**src/gic_pkg.sv**
```systemverilog
// shared constants and types of the gamepad input conditioner
package gic_pkg;

  localparam int unsigned NUM_BUTTONS = 14;
  localparam int unsigned AXIS_W      = 16;
  localparam int unsigned DZ_W        = 15;

  localparam logic [DZ_W-1:0] LEFT_DZ_RST  = 15'd7849;
  localparam logic [DZ_W-1:0] RIGHT_DZ_RST = 15'd8689;

  typedef logic [NUM_BUTTONS-1:0] btn_mask_t;
  typedef logic signed [AXIS_W-1:0] axis_t;

  // per-button tracker phase
  typedef enum logic [1:0] {
    PH_FREE = 2'd0,
    PH_DOWN = 2'd1,
    PH_HELD = 2'd2,
    PH_UP   = 2'd3
  } phase_e;

  // configuration register index
  typedef enum logic [0:0] {
    CFG_LEFT_DZ  = 1'b0,
    CFG_RIGHT_DZ = 1'b1
  } cfg_idx_e;

endpackage

```
**src/gic_if.sv**
```systemverilog
// request and result channel interfaces of the gamepad input conditioner
interface gic_in_if;
  logic                 valid;
  logic                 ready;
  gic_pkg::btn_mask_t   button_mask;
  gic_pkg::axis_t       left_x_raw;
  gic_pkg::axis_t       left_y_raw;
  gic_pkg::axis_t       right_x_raw;
  gic_pkg::axis_t       right_y_raw;

  modport source (output valid, button_mask, left_x_raw, left_y_raw, right_x_raw,
                  right_y_raw, input ready);
  modport sink (input valid, button_mask, left_x_raw, left_y_raw, right_x_raw,
                right_y_raw, output ready);
endinterface

interface gic_out_if;
  logic                 valid;
  logic                 ready;
  gic_pkg::btn_mask_t   held_mask;
  gic_pkg::btn_mask_t   pressed_edge_mask;
  gic_pkg::btn_mask_t   released_edge_mask;
  gic_pkg::axis_t       left_x_norm;
  gic_pkg::axis_t       left_y_norm;
  gic_pkg::axis_t       right_x_norm;
  gic_pkg::axis_t       right_y_norm;

  modport source (output valid, held_mask, pressed_edge_mask, released_edge_mask,
                  left_x_norm, left_y_norm, right_x_norm, right_y_norm, input ready);
  modport sink (input valid, held_mask, pressed_edge_mask, released_edge_mask,
                left_x_norm, left_y_norm, right_x_norm, right_y_norm, output ready);
endinterface

```
**src/gamepad_input_conditioner.sv**
```systemverilog
// gamepad input conditioner top level: button trackers and stick normalization
//
// One request per controller frame. Buttons run a free/down/held/up tracker
// and come out as held, just-pressed and just-released masks. Each stick axis
// goes through a deadzone (values strictly inside become zero, others are
// moved toward zero by the deadzone) and is scaled to Q1.15 by 32768 or 32767
// minus the deadzone; a stick vector longer than one is divided by its length.
// Q1.15 values truncate toward zero and saturate at 32767. All stick math
// runs on one shared 32x32 multiplier plus one shared shift/subtract unit
// that does either a restoring divide or a bit-serial ratio-over-root search,
// 16 steps per axis. Per stick a request passes a deadzone state, the
// multiplier products p, q, da*db and their squares, a compare state and
// for each axis a load, 16 search steps and a store; a final state then
// hands over the result, and waits there while the output register is
// still full and not taken. No new request is taken until the last is
// through: in_i.ready is high only while the block is idle; a finished
// result waits in the output register while the next request is taken.
// Deadzone writes are expected only while the block is idle.
module gamepad_input_conditioner (
  input  logic                    clk_i,
  input  logic                    rst_ni,
  input  logic                    cfg_we_i,
  input  gic_pkg::cfg_idx_e       cfg_idx_i,
  input  logic [gic_pkg::DZ_W-1:0] cfg_data_i,
  gic_in_if.sink                  in_i,
  gic_out_if.source               out_o
);
  import gic_pkg::*;

  localparam int unsigned W = 94;  // search unit width: root search needs 93 bits

  typedef enum logic [7:0] {
    ST_IDLE  = 8'b0000_0001,
    ST_DEAD  = 8'b0000_0010,
    ST_MUL   = 8'b0000_0100,
    ST_CMP   = 8'b0000_1000,
    ST_LOAD  = 8'b0001_0000,
    ST_ITER  = 8'b0010_0000,
    ST_STORE = 8'b0100_0000,
    ST_FIN   = 8'b1000_0000
  } state_e;

  typedef struct packed {
    logic        neg;
    logic [15:0] mag;
    logic [16:0] den;
  } dead_t;

  // deadzone, shift toward zero and scale denominator of one axis
  function automatic dead_t dead_axis(input axis_t v, input logic [DZ_W-1:0] dz);
    logic signed [17:0] vs;
    logic signed [17:0] ds;
    logic signed [17:0] a;
    logic signed [17:0] den;
    dead_t r;
    vs = 18'(v);
    ds = signed'({3'b000, dz});
    if ((vs < ds) && (vs > -ds)) a = '0;
    else if (vs < 0)             a = vs + ds;
    else                         a = vs - ds;
    den = ((a < 0) ? 18'sd32768 : 18'sd32767) - ds;
    if (den == 0) a = '0;
    r.neg = (a < 0);
    r.mag = (a < 0) ? 16'(-a) : 16'(a);
    r.den = 17'(den);
    return r;
  endfunction

  // q1.15 with saturation at +32767 and -32768
  function automatic axis_t to_q15(input logic neg, input logic [15:0] mag);
    logic [15:0] m;
    m = mag;
    if (!neg && (m > 16'd32767)) m = 16'd32767;
    if (m > 16'd32768) m = 16'd32768;
    return neg ? axis_t'(-m) : axis_t'(m);
  endfunction

  state_e state_q, state_d;

  // configuration
  logic [DZ_W-1:0] left_dz_q, right_dz_q;

  // request and button tracking
  phase_e    phase_q [NUM_BUTTONS];
  btn_mask_t held_q, pr_q, rel_q;
  axis_t     lx_q, ly_q, rx_q, ry_q;

  // per stick operands
  logic        stick_q, axis_q;
  logic [15:0] ua_q, ub_q;
  logic [16:0] da_q, db_q;
  logic        na_q, nb_q;
  logic [2:0]  mul_cnt_q;
  logic [31:0] p_q, q_q, m_q;
  logic [61:0] pp_q, qq_q, ll_q;
  logic [62:0] s_q;
  logic        clip_q;

  // shared divide / root search unit
  logic [W-1:0] r_q, ts_q, ss_q;
  logic [15:0]  k_q;
  logic [3:0]   bit_cnt_q;
  logic         root_q, zero_q;

  // stick results and output register
  axis_t lxn_q, lyn_q, rxn_q, ryn_q;
  logic  out_valid_q;

  logic        in_acc;
  axis_t       cur_x, cur_y;
  logic [DZ_W-1:0] cur_dz;
  dead_t       dx, dy;
  logic [31:0] mul_a, mul_b;
  logic [63:0] mul_p;
  logic [W-1:0] d_sum;
  logic        take;
  axis_t       q15_res;

  assign in_i.ready = (state_q == ST_IDLE);
  assign in_acc     = in_i.valid && in_i.ready;

  assign cur_x  = stick_q ? rx_q : lx_q;
  assign cur_y  = stick_q ? ry_q : ly_q;
  assign cur_dz = stick_q ? right_dz_q : left_dz_q;
  assign dx     = dead_axis(cur_x, cur_dz);
  assign dy     = dead_axis(cur_y, cur_dz);

  // shared multiplier operand select
  always_comb begin
    unique case (mul_cnt_q)
      3'd0:    begin mul_a = {16'd0, ua_q};  mul_b = {15'd0, db_q}; end
      3'd1:    begin mul_a = {16'd0, ub_q};  mul_b = {15'd0, da_q}; end
      3'd2:    begin mul_a = {15'd0, da_q};  mul_b = {15'd0, db_q}; end
      3'd3:    begin mul_a = p_q;            mul_b = p_q;           end
      3'd4:    begin mul_a = q_q;            mul_b = q_q;           end
      default: begin mul_a = m_q;            mul_b = m_q;           end
    endcase
  end
  assign mul_p = mul_a * mul_b;

  // one trial step: subtract the candidate increment if it fits
  assign d_sum   = ts_q + ss_q;
  assign take    = (r_q >= d_sum);
  assign q15_res = to_q15(axis_q ? nb_q : na_q, zero_q ? 16'd0 : k_q);

  always_comb begin
    state_d = state_q;
    unique case (state_q)
      ST_IDLE:  if (in_acc) state_d = ST_DEAD;
      ST_DEAD:  state_d = ST_MUL;
      ST_MUL:   if (mul_cnt_q == 3'd5) state_d = ST_CMP;
      ST_CMP:   state_d = ST_LOAD;
      ST_LOAD:  state_d = ST_ITER;
      ST_ITER:  if (bit_cnt_q == 4'd0) state_d = ST_STORE;
      ST_STORE: begin
        if (!axis_q)      state_d = ST_LOAD;
        else if (!stick_q) state_d = ST_DEAD;
        else              state_d = ST_FIN;
      end
      ST_FIN:   if (!out_valid_q || out_o.ready) state_d = ST_IDLE;
      default:  state_d = ST_IDLE;
    endcase
  end

  // control state
  always_ff @(posedge clk_i or negedge rst_ni) begin
    if (!rst_ni) begin
      state_q     <= ST_IDLE;
      left_dz_q   <= LEFT_DZ_RST;
      right_dz_q  <= RIGHT_DZ_RST;
      out_valid_q <= 1'b0;
      stick_q     <= 1'b0;
      axis_q      <= 1'b0;
      mul_cnt_q   <= '0;
      bit_cnt_q   <= '0;
      for (int i = 0; i < NUM_BUTTONS; i++) phase_q[i] <= PH_FREE;
    end else begin
      state_q <= state_d;
      if (cfg_we_i) begin
        unique case (cfg_idx_i)
          CFG_LEFT_DZ:  left_dz_q  <= cfg_data_i;
          CFG_RIGHT_DZ: right_dz_q <= cfg_data_i;
          default:      left_dz_q  <= left_dz_q;
        endcase
      end
      if (out_valid_q && out_o.ready) out_valid_q <= 1'b0;
      unique case (state_q)
        ST_IDLE: begin
          if (in_acc) begin
            stick_q <= 1'b0;
            for (int i = 0; i < NUM_BUTTONS; i++) begin
              if (in_i.button_mask[i])
                phase_q[i] <= (phase_q[i] == PH_FREE || phase_q[i] == PH_UP) ?
                              PH_DOWN : PH_HELD;
              else
                phase_q[i] <= (phase_q[i] == PH_DOWN || phase_q[i] == PH_HELD) ?
                              PH_UP : PH_FREE;
            end
          end
        end
        ST_DEAD:  mul_cnt_q <= '0;
        ST_MUL:   mul_cnt_q <= mul_cnt_q + 3'd1;
        ST_CMP:   axis_q <= 1'b0;
        ST_LOAD:  bit_cnt_q <= 4'd15;
        ST_ITER:  bit_cnt_q <= bit_cnt_q - 4'd1;
        ST_STORE: begin
          if (!axis_q) axis_q <= 1'b1;
          else         stick_q <= 1'b1;
        end
        ST_FIN:   if (!out_valid_q || out_o.ready) out_valid_q <= 1'b1;
        default:  ;
      endcase
    end
  end

  // datapath registers
  always_ff @(posedge clk_i) begin
    unique case (state_q)
      ST_IDLE: begin
        if (in_acc) begin
          lx_q <= in_i.left_x_raw;
          ly_q <= in_i.left_y_raw;
          rx_q <= in_i.right_x_raw;
          ry_q <= in_i.right_y_raw;
          for (int i = 0; i < NUM_BUTTONS; i++) begin
            held_q[i] <= in_i.button_mask[i] &&
                         (phase_q[i] == PH_DOWN || phase_q[i] == PH_HELD);
            pr_q[i]   <= in_i.button_mask[i] &&
                         (phase_q[i] == PH_FREE || phase_q[i] == PH_UP);
            rel_q[i]  <= !in_i.button_mask[i] &&
                         (phase_q[i] == PH_DOWN || phase_q[i] == PH_HELD);
          end
        end
      end
      ST_DEAD: begin
        ua_q <= dx.mag;  da_q <= dx.den;  na_q <= dx.neg;
        ub_q <= dy.mag;  db_q <= dy.den;  nb_q <= dy.neg;
      end
      ST_MUL: begin
        unique case (mul_cnt_q)
          3'd0:    p_q  <= mul_p[31:0];
          3'd1:    q_q  <= mul_p[31:0];
          3'd2:    m_q  <= mul_p[31:0];
          3'd3:    pp_q <= mul_p[61:0];
          3'd4:    qq_q <= mul_p[61:0];
          default: ll_q <= mul_p[61:0];
        endcase
      end
      ST_CMP: begin
        // vector longer than one when p^2 + q^2 exceeds (da*db)^2
        s_q    <= {1'b0, pp_q} + {1'b0, qq_q};
        clip_q <= (({1'b0, pp_q} + {1'b0, qq_q}) > {1'b0, ll_q});
      end
      ST_LOAD: begin
        ts_q <= '0;
        k_q  <= '0;
        if (clip_q) begin
          // largest k with k^2 * s <= p^2 * 2^30 (q^2 for the y axis)
          root_q <= 1'b1;
          zero_q <= 1'b0;
          r_q    <= {2'b00, (axis_q ? qq_q : pp_q), 30'd0};
          ss_q   <= {1'b0, s_q, 30'd0};
        end else begin
          // restoring divide of mag * 2^15 by den
          root_q <= 1'b0;
          zero_q <= ((axis_q ? db_q : da_q) == 17'd0);
          r_q    <= {63'd0, (axis_q ? ub_q : ua_q), 15'd0};
          ss_q   <= {62'd0, (axis_q ? db_q : da_q), 15'd0};
        end
      end
      ST_ITER: begin
        k_q <= {k_q[14:0], take};
        if (take) r_q <= r_q - d_sum;
        if (root_q) begin
          ts_q <= take ? ((ts_q >> 1) + ss_q) : (ts_q >> 1);
          ss_q <= ss_q >> 2;
        end else begin
          ss_q <= ss_q >> 1;
        end
      end
      ST_STORE: begin
        priority case ({stick_q, axis_q})
          2'b00:   lxn_q <= q15_res;
          2'b01:   lyn_q <= q15_res;
          2'b10:   rxn_q <= q15_res;
          default: ryn_q <= q15_res;
        endcase
      end
      ST_FIN: begin
        if (!out_valid_q || out_o.ready) begin
          out_o.held_mask          <= held_q;
          out_o.pressed_edge_mask  <= pr_q;
          out_o.released_edge_mask <= rel_q;
          out_o.left_x_norm        <= lxn_q;
          out_o.left_y_norm        <= lyn_q;
          out_o.right_x_norm       <= rxn_q;
          out_o.right_y_norm       <= ryn_q;
        end
      end
      default: ;
    endcase
  end

  assign out_o.valid = out_valid_q;

endmodule
```
**src/flat_wrapper.sv**
```systemverilog
// flat-port wrapper written by rule: the top's interface ports become plain ports
module gamepad_input_conditioner_flat import gic_pkg::*;
  (clk_i, rst_ni, cfg_we_i, cfg_idx_i, cfg_data_i, in_i_valid, in_i_button_mask, in_i_left_x_raw, in_i_left_y_raw, in_i_right_x_raw, in_i_right_y_raw, in_i_ready, out_o_valid, out_o_held_mask, out_o_pressed_edge_mask, out_o_released_edge_mask, out_o_left_x_norm, out_o_left_y_norm, out_o_right_x_norm, out_o_right_y_norm, out_o_ready);
  gic_in_if in_i_i ();
  gic_out_if out_o_i ();
  input  logic clk_i;
  input  logic rst_ni;
  input  logic cfg_we_i;
  input  gic_pkg::cfg_idx_e cfg_idx_i;
  input  logic [gic_pkg::DZ_W-1:0] cfg_data_i;
  input wire logic [$bits(in_i_i.valid)-1:0] in_i_valid;
  input wire logic [$bits(in_i_i.button_mask)-1:0] in_i_button_mask;
  input wire logic [$bits(in_i_i.left_x_raw)-1:0] in_i_left_x_raw;
  input wire logic [$bits(in_i_i.left_y_raw)-1:0] in_i_left_y_raw;
  input wire logic [$bits(in_i_i.right_x_raw)-1:0] in_i_right_x_raw;
  input wire logic [$bits(in_i_i.right_y_raw)-1:0] in_i_right_y_raw;
  output wire logic [$bits(in_i_i.ready)-1:0] in_i_ready;
  output wire logic [$bits(out_o_i.valid)-1:0] out_o_valid;
  output wire logic [$bits(out_o_i.held_mask)-1:0] out_o_held_mask;
  output wire logic [$bits(out_o_i.pressed_edge_mask)-1:0] out_o_pressed_edge_mask;
  output wire logic [$bits(out_o_i.released_edge_mask)-1:0] out_o_released_edge_mask;
  output wire logic [$bits(out_o_i.left_x_norm)-1:0] out_o_left_x_norm;
  output wire logic [$bits(out_o_i.left_y_norm)-1:0] out_o_left_y_norm;
  output wire logic [$bits(out_o_i.right_x_norm)-1:0] out_o_right_x_norm;
  output wire logic [$bits(out_o_i.right_y_norm)-1:0] out_o_right_y_norm;
  input wire logic [$bits(out_o_i.ready)-1:0] out_o_ready;
  assign in_i_i.valid = in_i_valid;
  assign in_i_i.button_mask = in_i_button_mask;
  assign in_i_i.left_x_raw = in_i_left_x_raw;
  assign in_i_i.left_y_raw = in_i_left_y_raw;
  assign in_i_i.right_x_raw = in_i_right_x_raw;
  assign in_i_i.right_y_raw = in_i_right_y_raw;
  assign in_i_ready = in_i_i.ready;
  assign out_o_valid = out_o_i.valid;
  assign out_o_held_mask = out_o_i.held_mask;
  assign out_o_pressed_edge_mask = out_o_i.pressed_edge_mask;
  assign out_o_released_edge_mask = out_o_i.released_edge_mask;
  assign out_o_left_x_norm = out_o_i.left_x_norm;
  assign out_o_left_y_norm = out_o_i.left_y_norm;
  assign out_o_right_x_norm = out_o_i.right_x_norm;
  assign out_o_right_y_norm = out_o_i.right_y_norm;
  assign out_o_i.ready = out_o_ready;
  gamepad_input_conditioner u_core (.clk_i(clk_i), .rst_ni(rst_ni), .cfg_we_i(cfg_we_i), .cfg_idx_i(cfg_idx_i), .cfg_data_i(cfg_data_i), .in_i(in_i_i), .out_o(out_o_i));
endmodule
```
**config.mk**
```make
export PLATFORM = sky130hd
export DESIGN_NAME = gamepad_input_conditioner_flat
export DESIGN_NICKNAME = d
export VERILOG_FILES = /design/src/gic_pkg.sv /design/src/gic_if.sv /design/src/gamepad_input_conditioner.sv /design/src/flat_wrapper.sv
export SDC_FILE = /design/constraint.sdc
export NUM_CORES = 2
export LEC_CHECK = 0
export BUFFER_PORTS_ARGS = -buffer_cell sky130_fd_sc_hd__buf_2
export CAP_MARGIN = 20
export CORE_MARGIN = 1
export CORE_UTILIZATION = 30
export CTS_CLUSTER_SIZE = 10
export DETAILED_ROUTE_END_ITERATION = 8
export SLEW_MARGIN = 20
export SYNTH_ARGS = -nofsm -noshare
export SYNTH_HDL_FRONTEND = slang
export SYNTH_SLANG_ARGS = --single-unit
export TNS_END_PERCENT = 50
```
**constraint.sdc**
```tcl
create_clock -name clk_i -period 10 [get_ports clk_i]
set_input_delay 0.5 -clock clk_i [delete_from_list [all_inputs] [get_ports clk_i]]
set_output_delay 0.5 -clock clk_i [all_outputs]
set_load 0.01 [all_outputs]
```
==> out/summary.md <==
Setup repair after global routing could not meet its margin everywhere. For this run, design rule violations remaining after detail routing come to 0. For this design, the slowest cell found on the critical path is fa_1. STA classifies the critical path endpoint as a flop.

Clock slew at the register clock pins of the worst setup and hold paths: 0.06 ns. In the synthesized netlist the dominant register cell turns out to be edfxtp_1. For this run, asynchronously set or reset flops after synthesis account for 7.14%. The run gives 1065 as the sink count of the clock tree. The instance count of the mapped netlist was 10300; the fraction of layout instances using a drive strength above 1 was 10.5%. After detailed routing, the average wire length per cell comes to 20.6 um. Clock latency on the worst-skew pair, taken at its later pin, is 0.81 ns.

The number of nets handed over by synthesis was 12100. Yosys printed 0 warnings. For the overflow left after global routing, the log shows 0. The number of synthesized register bits is 1065. Sorting the synthesized cells by area gives the leading types as edfxtp_1, fa_1, ha_1. The detailed router finished its first iteration with 7495 violations. The cell area after synthesis was 100000 um2.

The first global-routing pass estimated 470000 um of wire. The width of the die is 580 um, and the I/O pin count is 207. The tools report the count of final hold-check violations as 0. The initial utilization of the core area, before any placement, comes to 30.2%. The floorplan step set the die height to 580 um. The largest net degree at the start of global routing was 160. Along the worst path, the maximum fanout reaches 18. The tools report the max-slew violation count as 0.

Root cell of the clock tree: clkbuf_16. The number of global-route vias before repair is 77000, and the number of flops mapped to enable cells by yosys is 989. The logs give 6 for the detailed-routing iteration count for the pre-antenna-repair pass and 12500 for the number of nets in the layout. The run finished with clean final reports. Die outline area: 336000 um2. Row generation in the floorplan step produced 211 rows. The filler cells instantiated in the layout total 33500.

Across every metal layer, demand over resource in global routing totals 18.2%. On the worst path, the slowest cell contributes a delay of 0.57 ns. For this run, the share of the core covered by cells in the final layout is 34.8%. The wire-length estimate of the detail-placed layout is 242000 um. The vias per cell was 5.17; the clock buffer count from CTS was 134.

The category of the most critical setup path was reg2reg. Data on the critical path arrives at its endpoint at 10.30 ns. In this run the mean area of a mapped cell was 9.75 um2. Post-placement cell count: 14700.

The maximum root-to-sink buffer count is 3, and the unique cell type count in the Yosys netlist is 97. The post-synthesis sequential area ratio was 31.6%. The capture point of the critical path is u_core.qq_q[60].

Across all layers, the routed design uses 78300 vias. The end of the worst register-to-register path was u_core.qq_q[60]. The run gives 10 as the number of antenna violations at the first check in global routing. TritonCTS built the clock tree. The logs give 2.30% for the met3 routing resource usage after global routing and 4 for the H-tree depth. The worst reg-to-reg path cell count was 35.

STA classifies the critical path startpoint as a flop. STA puts the critical path data required time at 10.50 ns. In this run the worst setup path begins at u_core.mul_cnt_q[0]. Layer carrying the most global-route usage: met2. From synthesis to final layout, the design area changed by 15.1%. After layout, the minimum clock period comes to 9.80 ns.

The run gives 14.1% as the worst slew slack as a fraction of its limit. The tools report the top achievable clock speed as 0.102 GHz. The post-route clock period utilization was 98.0%; the routed wire length was 312000 um.

Once layout is complete, the cells apart from fillers number 15100. Global routing consumed, on the met2 layer, 28.2% of the routing resources. The synthesized design spends more area on one cell type than any other, namely edfxtp_1. After floorplanning, the core was sized to cover 331000 um2.

The logs give 0.20 ns for the worst reg-to-reg setup slack and 0.0733 ns for the worst clock skew on the final layout. The congestion estimate from routability-driven global placement came to 0.976. The startpoint identified for the worst register-to-register timing path is u_core.mul_cnt_q[0]. The class of the worst hold path is in2async. By instance count, the cell type seen most on the critical path is fa_1. For the met1 global-route usage, the log shows 26.0%.

Setup violations remaining at the end of the flow were counted as 0. After synthesis, the largest area contributor takes up 29.7% of total cell area. Once detail routing completed, the nets flagged for antenna violations numbered 0. For the pin with the worst max-slew slack, the measured transition is 1.28 ns. The number of max-cap violations was 0; the number of input and output port buffers inserted was 206.
-- cells in the mapped netlist (all sizes together) (57+ instances only) --
library cell,number
nor2b,84
dfrtp,60
xnor2,355
nand3,197
clkbuf,432
o22ai,57
a211oi,74
mux2,86
a31oi,64
nor2,974
ha,790
fa,905
and2,63
a21o,303
nor3,104
mux2i,192
o21bai,109
nand4,141
nand2,959
edfxtp,989
xor2,174
nand2b,95
buf,58
or3,63
o21a,79
o21ai,456
a21oi,677
inv,1178
-- layout by cell type (no fill, tap or decap), drive strengths merged, types with 174 or more instances in the layout --
cell / netlist / final
clkbuf: 432 / 200
xnor2: 355 / 355
a21o: 303 / 303
xor2: 174 / 174
ha: 790 / 790
fa: 905 / 905
nand3: 197 / 197
a21oi: 677 / 677
mux2i: 192 / 192
o21ai: 456 / 457
buf: 58 / 647
inv: 1178 / 1180
edfxtp: 989 / 989
nor2: 974 / 974
nand2: 959 / 959
-- worst min-delay path by stage --
stage	from	endpoint	slack, ns	cells past startpoint
after CTS	rst_ni	u_core.left_dz_q[8]	0.18	2
after floorplan	rst_ni	u_core.axis_q	0.20	0
after global routing	rst_ni	u_core.left_dz_q[8]	0.25	2
after global placement	u_core.rel_q[4]	u_core.out_o.released_edge_mask[4]	0.40	0
after detailed placement	u_core.lyn_q[3]	u_core.out_o.left_y_norm[3]	0.40	0
final	rst_ni	u_core.left_dz_q[8]	0.26	2
-- logic make-up after synthesis --
group | count (synthesis) | share of synthesized area [%]
and+or+nand+nor | 2855 | 12.8
AOI/OAI and AO/OA | 2168 | 13.8
adders and majority gates | 1695 | 28.0
buffers and inverters | 1673 | 6.32
DFF | 1065 | 31.6
xor gates and xnor gates | 529 | 4.63
muxes | 279 | 2.91
-- registers in the layout, summed over array words and instances, names as in the netlist, 17 cells and up --
signal	count
u_core.da_q	17
u_core.qq_q	62
u_core.s_q	63
u_core.q_q	32
u_core.pp_q	62
u_core.ts_q	94
u_core.db_q	17
u_core.phase_q	28
u_core.m_q	32
u_core.p_q	32
u_core.ss_q	93
u_core.r_q	94
u_core.ll_q	62
-- area by class of cell --
cell class	count	area [um2]	area share, %
repair buffers	754	6420	5.58
well taps	4366	5460	4.74
clock buffers	189	3600	3.13
diodes	3	7.51	0.00652
clock inverters	39	682	0.592
inverters	1183	4460	3.87
multi-input cells	7527	62900	54.6
flip-flops and latches	1065	31600	27.5
-- metal layers --
metal | vias up | part of all wire [%]
li1 | 36100 | -
met5 | - | 0
met2 | 2966 | 44
met1 | 38700 | 45
met3 | 498 | 7.2
met4 | 0 | 3.8
-- metrics by stage --
stage | hold slack (ns) | TNS, ns | worst slack [ns] | instance area, um2
4_1_cts | 0.176 | 0 | 0.00301 | 114000
3_3_place_gp | 0.401 | 0 | 0.109 | 108000
6_report | 0.259 | 0 | 0.200 | 115000
5_1_grt | 0.249 | -0.175 | -0.0601 | 115000
2_1_floorplan | 0.204 | 0 | 0.232 | 100000
3_5_place_dp | 0.405 | -0.0299 | -0.00999 | 108000
-- critical path, delay by kind of cell, from the launching register on --
kind	cells	cell delay, ns
flip-flops	1	0.48
XOR/XNOR	1	0.13
AO/OA/AOI/OAI	14	3.30
AND/OR/NAND/NOR	1	0.06
buffers and inverters	8	1.17
adder cells (fa/ha/maj)	11	4.36
-- timing repair --
action / 4_1_cts / 5_1_grt
hold endpoints to repair: 163 / 0
cloned: 0 / 13
gates resized for setup: 4 / 126
buffers inserted: 0 / 67
pin swaps: 0 / 50
endpoints found under the setup margin: 3 / 46
hold buffers: 96 / 0
Power is left out: the tool's default activity adds up to more than one toggle a clock period on the data nets, which glitch-free logic cannot reach.
